==> src/sv/cfc_pkg.sv <==
// Shared types, constants and helper functions for the circular FIFO with statistics.
package cfc_pkg;

  localparam int DEPTH  = 16;
  localparam int DATA_W = 64;
  localparam int AW     = $clog2(DEPTH);
  localparam int CNT_W  = $clog2(DEPTH + 1);
  localparam int CAP_W  = 5;
  localparam int OCC_W  = 5;
  localparam int STAT_W = 64;

  typedef enum logic [1:0] {
    CMD_ENQ   = 2'd0,
    CMD_DEQ   = 2'd1,
    CMD_PEEK  = 2'd2,
    CMD_CLEAR = 2'd3
  } cfc_cmd_t;

  typedef enum logic [1:0] {
    FILL_EMPTY   = 2'd0,
    FILL_PARTIAL = 2'd1,
    FILL_FULL    = 2'd2
  } cfc_fill_t;

  typedef struct packed {
    cfc_cmd_t          command;
    logic [63:0]       item_data;
  } cfc_in_t;

  typedef struct packed {
    logic              status;
    logic [63:0]       read_data;
    logic [OCC_W-1:0]  occupancy;
    cfc_fill_t         fill_state;
    logic [STAT_W-1:0] enqueued_total;
    logic [STAT_W-1:0] dequeued_total;
    logic [STAT_W-1:0] overflow_total;
  } cfc_out_t;

  // Per-transfer events toward the statistics counters
  typedef struct packed {
    logic enq_ok;
    logic deq_ok;
    logic ovf;
  } cfc_evt_t;

  // Response state from the controller, valid in the cycle after acceptance
  typedef struct packed {
    logic             done;
    logic             status;
    logic             rd_ok;
    logic [CNT_W-1:0] fill;
    cfc_fill_t        fstate;
  } cfc_resp_t;

  // Clamp the programmed capacity into 1..DEPTH
  function automatic logic [CNT_W-1:0] cap_eff(input logic [CAP_W-1:0] cap);
    logic [CNT_W-1:0] res;
    if (cap == '0) begin
      res = CNT_W'(1);
    end else if (32'(cap) > DEPTH) begin
      res = CNT_W'(DEPTH);
    end else begin
      res = CNT_W'(cap);
    end
    return res;
  endfunction

  // Step a pointer, wrapping at the capacity in use
  function automatic logic [AW-1:0] ptr_adv(input logic [AW-1:0] ptr,
                                            input logic [CNT_W-1:0] cap);
    logic [AW:0] n;
    n = {1'b0, ptr} + (AW+1)'(1);
    return (n >= (AW+1)'(cap)) ? '0 : n[AW-1:0];
  endfunction

endpackage

==> src/sv/circular_fifo_with_stats.sv <==
// Top level of the circular FIFO with enqueue, dequeue and overflow statistics.
//
// Usage:
//   Command channel: present cmd with start high; it transfers at a rising
//   edge where start is high and busy is low. busy stays low, so a command
//   may be issued every cycle.
//   Result channel: done is high in the cycle after each command transfer,
//   with result valid in that cycle. The receiver cannot
//   stall; it must take the result in that cycle.
//   Throughput is one command per cycle: the entry store is a RAM with a
//   registered read, issued at the transfer edge, and its output feeds
//   read_data directly in the result cycle.
//   Configuration: cfg_valid/cfg_ready write capacity_in_use (cfg_ready is
//   always high). Write it only while no result is pending.
//   Reset (rst, synchronous): empties the FIFO, zeroes the three counters
//   and sets the capacity in use to 16. The entry store is not cleared;
//   entries are only read after being written.
module circular_fifo_with_stats (
  input  logic                      clk,
  input  logic                      rst,
  input  logic                      start,
  output logic                      busy,
  input  cfc_pkg::cfc_in_t          cmd,
  output logic                      done,
  output cfc_pkg::cfc_out_t         result,
  input  logic                      cfg_valid,
  output logic                      cfg_ready,
  input  logic [cfc_pkg::CAP_W-1:0] cfg_data
);

  logic                          accept;
  logic                          ram_we, ram_re;
  logic [cfc_pkg::AW-1:0]        ram_waddr, ram_raddr;
  logic [cfc_pkg::DATA_W-1:0]    ram_rdata;
  cfc_pkg::cfc_evt_t             evt;
  cfc_pkg::cfc_resp_t            resp;
  logic [cfc_pkg::STAT_W-1:0]    enq_total, deq_total, ovf_total;

  assign busy      = 1'b0;
  assign cfg_ready = 1'b1;
  assign accept    = start && !busy;

  cfc_ctrl u_ctrl (
    .clk       (clk),
    .rst       (rst),
    .accept    (accept),
    .command   (cmd.command),
    .cfg_wr    (cfg_valid && cfg_ready),
    .cfg_data  (cfg_data),
    .ram_we    (ram_we),
    .ram_waddr (ram_waddr),
    .ram_re    (ram_re),
    .ram_raddr (ram_raddr),
    .evt       (evt),
    .resp      (resp)
  );

  cfc_ram #(
    .WIDTH (cfc_pkg::DATA_W),
    .DEPTH (cfc_pkg::DEPTH)
  ) u_store (
    .clk   (clk),
    .we    (ram_we),
    .waddr (ram_waddr),
    .wdata (cmd.item_data[cfc_pkg::DATA_W-1:0]),
    .re    (ram_re),
    .raddr (ram_raddr),
    .rdata (ram_rdata)
  );

  cfc_stats u_stats (
    .clk       (clk),
    .rst       (rst),
    .evt       (evt),
    .enq_total (enq_total),
    .deq_total (deq_total),
    .ovf_total (ovf_total)
  );

  assign done                  = resp.done;
  assign result.status         = resp.status;
  assign result.read_data      = resp.rd_ok ? 64'(ram_rdata) : 64'd0;
  assign result.occupancy      = cfc_pkg::OCC_W'(resp.fill);
  assign result.fill_state     = resp.fstate;
  assign result.enqueued_total = enq_total;
  assign result.dequeued_total = deq_total;
  assign result.overflow_total = ovf_total;

`ifndef SYNTHESIS
  a_done_follows_transfer: assert property (@(posedge clk) disable iff (rst)
    done |-> $past(start && !busy))
    else $error("result strobe without a command transfer");

  a_empty_means_zero: assert property (@(posedge clk) disable iff (rst)
    (done && result.fill_state == cfc_pkg::FILL_EMPTY) |-> (result.occupancy == '0))
    else $error("empty state with nonzero occupancy");

  a_fail_no_data: assert property (@(posedge clk) disable iff (rst)
    (done && result.status) |-> (result.read_data == 64'd0))
    else $error("refused command returned data");

  a_count_step: assert property (@(posedge clk) disable iff (rst)
    (!$past(rst) && !$past(evt.enq_ok)) |-> $stable(enq_total))
    else $error("enqueue counter moved without a successful enqueue");
`endif

endmodule

==> src/sv/cfc_ram.sv <==
// Generic simple dual-port RAM with registered read.
module cfc_ram #(
  parameter int WIDTH = 64,
  parameter int DEPTH = 16
) (
  input  logic                     clk,
  input  logic                     we,
  input  logic [$clog2(DEPTH)-1:0] waddr,
  input  logic [WIDTH-1:0]         wdata,
  input  logic                     re,
  input  logic [$clog2(DEPTH)-1:0] raddr,
  output logic [WIDTH-1:0]         rdata
);

  logic [WIDTH-1:0] mem [DEPTH];

  always_ff @(posedge clk) begin
    if (we) begin
      mem[waddr] <= wdata;
    end
    if (re) begin
      rdata <= mem[raddr];
    end
  end

endmodule

==> src/sv/cfc_stats.sv <==
// Wrapping 64-bit enqueue, dequeue and overflow counters.
module cfc_stats (
  input  logic                      clk,
  input  logic                      rst,
  input  cfc_pkg::cfc_evt_t         evt,
  output logic [cfc_pkg::STAT_W-1:0] enq_total,
  output logic [cfc_pkg::STAT_W-1:0] deq_total,
  output logic [cfc_pkg::STAT_W-1:0] ovf_total
);

  always_ff @(posedge clk) begin
    if (rst) begin
      enq_total <= '0;
      deq_total <= '0;
      ovf_total <= '0;
    end else begin
      if (evt.enq_ok) begin
        enq_total <= enq_total + cfc_pkg::STAT_W'(1);
      end
      if (evt.deq_ok) begin
        deq_total <= deq_total + cfc_pkg::STAT_W'(1);
      end
      if (evt.ovf) begin
        ovf_total <= ovf_total + cfc_pkg::STAT_W'(1);
      end
    end
  end

endmodule

==> src/sv/cfc_ctrl.sv <==
// Command decode, pointers, fill count and capacity register of the FIFO.
module cfc_ctrl (
  input  logic                        clk,
  input  logic                        rst,
  input  logic                        accept,
  input  cfc_pkg::cfc_cmd_t           command,
  input  logic                        cfg_wr,
  input  logic [cfc_pkg::CAP_W-1:0]   cfg_data,
  output logic                        ram_we,
  output logic [cfc_pkg::AW-1:0]      ram_waddr,
  output logic                        ram_re,
  output logic [cfc_pkg::AW-1:0]      ram_raddr,
  output cfc_pkg::cfc_evt_t           evt,
  output cfc_pkg::cfc_resp_t          resp
);

  logic [cfc_pkg::CAP_W-1:0] capacity;
  logic [cfc_pkg::AW-1:0]    rd_ptr, rd_ptr_next;
  logic [cfc_pkg::AW-1:0]    wr_ptr, wr_ptr_next;
  logic [cfc_pkg::CNT_W-1:0] fill, fill_next;
  logic [cfc_pkg::CNT_W-1:0] cap;
  logic                      is_full, is_empty;
  logic                      status_next, rd_ok_next;
  cfc_pkg::cfc_fill_t        fstate_next;

  logic                      done, status, rd_ok;
  cfc_pkg::cfc_fill_t        fstate;

  assign cap      = cfc_pkg::cap_eff(capacity);
  assign is_full  = (fill >= cap);
  assign is_empty = (fill == '0);

  always_comb begin
    rd_ptr_next = rd_ptr;
    wr_ptr_next = wr_ptr;
    fill_next   = fill;
    status_next = 1'b0;
    rd_ok_next  = 1'b0;
    ram_we      = 1'b0;
    ram_re      = 1'b0;
    evt         = '0;
    if (accept) begin
      unique case (command)
        cfc_pkg::CMD_ENQ: begin
          if (is_full) begin
            status_next = 1'b1;
            evt.ovf     = 1'b1;
          end else begin
            ram_we      = 1'b1;
            wr_ptr_next = cfc_pkg::ptr_adv(wr_ptr, cap);
            fill_next   = fill + cfc_pkg::CNT_W'(1);
            evt.enq_ok  = 1'b1;
          end
        end
        cfc_pkg::CMD_DEQ, cfc_pkg::CMD_PEEK: begin
          if (is_empty) begin
            status_next = 1'b1;
          end else begin
            ram_re     = 1'b1;
            rd_ok_next = 1'b1;
            if (command == cfc_pkg::CMD_DEQ) begin
              rd_ptr_next = cfc_pkg::ptr_adv(rd_ptr, cap);
              fill_next   = fill - cfc_pkg::CNT_W'(1);
              evt.deq_ok  = 1'b1;
            end
          end
        end
        cfc_pkg::CMD_CLEAR: begin
          rd_ptr_next = '0;
          wr_ptr_next = '0;
          fill_next   = '0;
        end
        default: begin
        end
      endcase
    end
  end

  always_comb begin
    if (fill_next == '0) begin
      fstate_next = cfc_pkg::FILL_EMPTY;
    end else if (fill_next >= cap) begin
      fstate_next = cfc_pkg::FILL_FULL;
    end else begin
      fstate_next = cfc_pkg::FILL_PARTIAL;
    end
  end

  assign ram_waddr = wr_ptr;
  assign ram_raddr = rd_ptr;

  always_ff @(posedge clk) begin
    if (rst) begin
      capacity <= cfc_pkg::CAP_W'(16);
      rd_ptr   <= '0;
      wr_ptr   <= '0;
      fill     <= '0;
      done     <= 1'b0;
    end else begin
      if (cfg_wr) begin
        capacity <= cfg_data;
      end
      rd_ptr <= rd_ptr_next;
      wr_ptr <= wr_ptr_next;
      fill   <= fill_next;
      done   <= accept;
    end
  end

  // Result payload: hold what the accepted command left
  always_ff @(posedge clk) begin
    if (accept) begin
      status <= status_next;
      rd_ok  <= rd_ok_next;
      fstate <= fstate_next;
    end
  end

  assign resp.done   = done;
  assign resp.status = status;
  assign resp.rd_ok  = rd_ok;
  assign resp.fill   = fill;
  assign resp.fstate = fstate;

endmodule

==> config.mk <==
export PLATFORM = sky130hd
export DESIGN_NAME = circular_fifo_with_stats
export DESIGN_NICKNAME = d
export VERILOG_FILES = /design/src/sv/cfc_pkg.sv /design/src/sv/circular_fifo_with_stats.sv /design/src/sv/cfc_ram.sv /design/src/sv/cfc_stats.sv /design/src/sv/cfc_ctrl.sv
export SDC_FILE = /design/constraint.sdc
export NUM_CORES = 1
export LEC_CHECK = 0
export BUFFER_PORTS_ARGS = -buffer_cell sky130_fd_sc_hd__buf_2
export CAP_MARGIN = 10
export CORE_MARGIN = 2
export CORE_UTILIZATION = 45
export CTS_CLUSTER_DIAMETER = 40
export DETAILED_ROUTE_END_ITERATION = 10
export GPL_ROUTABILITY_DRIVEN = 1
export PLACE_DENSITY = 0.67
export REMOVE_ABC_BUFFERS = 1
export SLEW_MARGIN = 20
export SYNTH_ARGS = -nofsm -noshare
export SYNTH_HDL_FRONTEND = slang
export SYNTH_SLANG_ARGS = --single-unit
==> constraint.sdc <==
create_clock -name clk -period 10.2 [get_ports clk]
set_clock_uncertainty 0.15 [all_clocks]
set_input_delay 2.04 -clock clk [delete_from_list [all_inputs] [get_ports clk]]
set_output_delay 2.04 -clock clk [all_outputs]
set_load 0.03 [all_outputs]
-- After elaboration in Yosys (flattened, before gate mapping)
Memory sizes are Yosys's and may differ from the RTL's. A register that Yosys moved wholly into a read port is not among the register bits.
Cells that the tools add are included.
- bits in registers: 215
- RAM bits: 1024
- bits of input ports: 75
- output and inout port bits: 267
- logic and storage cells: 71
- memories: 1
- memories (name ; depth ; width ; rd ports ; clocked after Yosys merged registers in ; wr ports ; RTL line ; text):
    u_store.mem ; 16 ; 64 ; 1 ; 1 ; 1 ; cfc_ram.sv:15 ; logic [WIDTH-1:0] mem [DEPTH];
- add/sub/neg operators: 7
- magnitude comparators: 5
- eq/ne operators: 6
- multiplexer cells: 32
- reduce and logical (&&, ||, !) cells: 9
- operators with widths (operator ; number):
    64-bit by 1-bit adder with 64-bit output, second input constant ; 3
    64-bit 2-to-1 mux ; 1
    5-bit 2-to-1 mux ; 6
    5-bit >= comparator ; 4
    4-bit 2-to-1 mux ; 5
    4-bit one-hot mux with 2 select lines ; 2
    5-bit zero test ; 3
    5-bit one-hot mux with 3 select lines ; 1
    1-bit 2-to-1 mux ; 14
    4-bit by 1-bit adder with 5-bit output, second input constant ; 2
    5-bit by 1-bit adder with 5-bit output, second input constant ; 1
    5-bit greater-than comparator, second input constant ; 1
    5-bit by 1-bit subtractor with 5-bit output, second input constant ; 1
    2-bit equality test, second input constant ; 2
    2-bit inequality test, second input constant ; 2
    4-bit AND reduction ; 1
    2-bit nonzero test ; 2
    3-bit 2-to-1 mux ; 1
    3-bit AND reduction ; 1
    2-bit by 1-bit equality test with 1-bit output, second input constant ; 1
    2-bit zero test ; 1
    2-bit 2-to-1 mux ; 1
    2-bit by 1-bit inequality test with 1-bit output, second input constant ; 1
    1-bit one-hot mux with 2 select lines ; 1
    2-bit OR reduction ; 1

-- Logic depth before layout (Yosys ltp)
- depth in word-level cells: 9
- depth in mapped cells: 17

-- By module
A second synthesis with hierarchy kept.
- cell total of the unflattened synthesis: 3052
- area total of the unflattened synthesis: 51760.9 um^2
- modules (own cells, without submodules) (module ; instances ; cells an instance ; area each (um^2) ; seq. area each (um^2)):
    cfc_ram ; 1 ; 1647 ; 40222.3 ; 32671.3
    cfc_stats ; 1 ; 1112 ; 9122.5 ; 3843.7
    cfc_ctrl ; 1 ; 219 ; 1883.1 ; 500.5
    circular_fifo_with_stats ; 1 ; 74 ; 533.0 ; 0.0

-- Worst setup path after synthesis
OpenSTA, ideal clock, no wires.
- path kind: input port to flip-flop
- start: input port cmd[64] (netlist bit)
- end: memory u_store.mem[2][0] (enable)
- library setup time: 0.644 ns
- data arrival time: 9.247 ns
- setup slack: 0.159 ns
- cell stages on the path: 7
- buffers on the path: 2
- cell sequence: inv_1 -> ha_1 -> and2_0 -> clkbuf_1 -> nand2_1 -> clkbuf_1 -> nor4_1
- longest elaborated chain between the ends: 5
- RTL lines (what ; RTL line ; text):
    from (decl) ; circular_fifo_with_stats.sv:23 ; input cfc_pkg::cfc_in_t cmd,
    2-bit zero test ; cfc_ctrl.sv:43 ; unique case (command)
    1-bit 2-to-1 mux ; cfc_ctrl.sv:43 ;
    1-bit 2-to-1 mux ; cfc_ctrl.sv:42 ; if (accept) begin
    1-bit 2-to-1 mux ; cfc_ram.sv:18 ; if (we) begin
    1-bit 2-to-1 mux (implied by the code) ; cfc_ram.sv:19 ; mem[waddr] <= wdata;
    to (decl) ; cfc_ram.sv:15 ;
Every way passes these cells.

-- Final worst setup path
- start: input port cmd[64] (netlist bit)
- end: memory u_store.mem[8][16] (enable)
Same word-level chain as after synthesis.

==> results.toml <==
[cts]
cts_sinks = 1303
root_buffer = "clkbuf_16"
cts_buffers = 161
clk_latency_ns = 0.76
cts_resized = 0
post_cts_buffers = 0
htreeDepth = 4
cts_tree = "yes"
path_clk_slew_ns = 0.06
hold_buffers = 0
cts.path.max_buffers = 3

[grt]
grt_pass1_wl_mm = 184
met2_usage_pct = 31.9
grtUsageMet1_pct = 29.9
grt_pass1_vias = 28100
globalRouteTotalUtil_pct = 20.9
antenna_found_initial = 18
busiest_layer = "met2"
grt_overflow = 0
grt_use_met3_pct = 5.71
grt_max_degree = 159

[cells_and_area]
multi_input_area_um2 = 14100
n_fill_cell = 9003
final_area_um2 = 60800
areaGrowthSynthToFinish_pct = 17.4
fin_nets = 3402
regArea_um2 = 37000
drive_above_1_share_pct = 29.0
layoutNonFillerInstCount = 4944

[die]
dieArea_um2 = 118000
io_pins = 342
die_w_um = 343
start_util_pct = 45.3
core_area_um2 = 114000
die_height_um = 343
rows = 124

[drt]
vias_per_cell = 5.80
ant_nets = 0
vias = 28700
first_pass_iters = 6
drt_iter0_markers = 2477
drc_errors = 0
wirelength_mm = 123
post_drt_wl_per_cell_um = 25.0

[logic_synthesis]
avgSynthCellArea_um2 = 17.9
synthArstFlopShare_pct = 0
yosysMostFrequentCell = "edfxtp_1"
ys.flop_type = "edfxtp_1"
ys_seq_area_share_pct = 71.5
netlist_instances = 2894
synth_top_cells_by_count = "edfxtp_1, mux4_2, dfxtp_1, nor2_1, clkbuf_1"
synth_area_leader_cell = "edfxtp_1"
synth-edff-count = 1092
ys_ff_latch = 1303
synth_warnings = 0
synth_area_leaders = "edfxtp_1, mux4_2, dfxtp_1, xor2_1, and2_1"
synth_top_area_share_pct = 63.4
synthesis.area_um2 = 51800
synth_cell_types = 67

[critical_path]
critical_path_class = "input port to flip-flop"
cp-end-kind = "flip-flop"
cp.required_ns = 10.40
crit_arrival_ns = 4.84
worstPathMaxFanout = 47
rrSetupSlack_ns = 5.62
start_kind = "input port"

[sta]
worst_pin_slew_ns = 1.13
slew_viol_final = 0
setup_viol = 0
rsz0062_at_grt = "false"
period_needed_ns = 4.65
worst_slack_ns = 5.55
slew_headroom_pct = 24.7
post-route-period-util_pct = 45.6
fmax_mhz = 215
finalHoldViolations = 0

[run_status]
outcome = "completed"

[run]
max_cap_viol_count = 0

[placed_design]
dp_cells = 4639
place_congestion = 0.820
numPortBuffers = 339
placed_area_um2 = 55200
dp_slack_ns = 4.79
hpwl_mm = 72.6

[pwr]
ir_drop_mv = 0.198
total_power_mw = 12.0
power.leakage_nw = 19.9
power_density_nw_per_um2 = 197

[hold_path]
min_path_type = "flip-flop to flip-flop"
## worst max-delay path, cell delays in order
cell and delay (ns):
buf_2 0.13, inv_1 0.11, ha_1 0.24, nand2_1 0.32, a311oi_1 0.35, buf_4 0.22
and3_1 0.25, and2_4 0.36, buf_4 0.77
## final cells by class
cell class	count	area share (%)
repair buffers	380	3.40
inverters	41	0.253
clock buffers	194	6.99
well taps	1512	3.11
clock inverters	104	2.12
flip-flops and latches	1303	60.9
diodes	6	0.0247
multi-input cells	1404	23.2
## placed cells by master (no fill, tap or decap), types with 47 or more instances in the layout
cell / instances
edfxtp_1: 1092
buf_2: 338
mux4_2: 320
dfxtp_1: 207
clkbuf_16: 164
nor2_1: 139
a21oi_1: 100
nand2_1: 97
and2_1: 84
nand3_1: 79
nand4_1: 68
xor2_1: 67
o21ai_0: 47
## cell families (layout without fill, tap and decap cells)
family,after synthesis,after routing,share of synthesized area (%)
compound gates,230,230,2.67
xor+xnor,109,109,1.84
fa+ha+maj,36,36,0.870
buf+inv,187,719,1.45
flops,1303,1303,71.5
mux,325,325,14.0
other cells,2,8,0.0145
simple gates,702,702,7.60
## per-layer routing
layer | share of wire, % | vias to the layer above
met5 | 0.056 | -
met4 | 2.0 | 14
met3 | 9.1 | 198
met2 | 46 | 1194
met1 | 43 | 14800
li1 | - | 12500
## report_power, final
| part | leakage (nW) | internal (mW) | switching, mW |
|---|---|---|---|
| sequential | 11.5 | 5.78 | 0.00972 |
| clock | 2.67 | 3.48 | 2.30 |
| combinational | 5.66 | 0.155 | 0.249 |
## state kept, by name (all words and copies together) (netlist names), 2 cells and up
name and count:
u_store.mem 1024, u_stats.deq_total 64, u_stats.enq_total 64, u_stats.ovf_total 64
u_store.rdata 64, u_ctrl.capacity 5, u_ctrl.fill 5, u_ctrl.ram_raddr 4
u_ctrl.ram_waddr 4, u_ctrl.fstate 2
## worst paths after layout
path,start,to,depth (start not counted)
worst min register to register,u_stats.ovf_total[63],u_stats.ovf_total[63],2
worst max register to register,u_ctrl.capacity[1],u_store.mem[12][12],11
worst min-delay path,u_stats.ovf_total[63],u_stats.ovf_total[63],2
worst max-delay path,cmd[64],u_store.mem[8][16],9
## per-stage QoR
| stage | hold slack (ns) | util (%) | setup TNS (ns) |
|---|---|---|---|
| global route | 0.361 | 53.2 | 0 |
| finish | 0.327 | 53.2 | 0 |
| CTS | 0.329 | 53.2 | 0 |
| floorplan | 0.311 | - | -129.43 |
| global placement | 0.313 | 48.3 | 0 |
| detailed placement | 0.318 | 48.3 | 0 |
No activity file was read; power rests on OpenSTA's default activity.
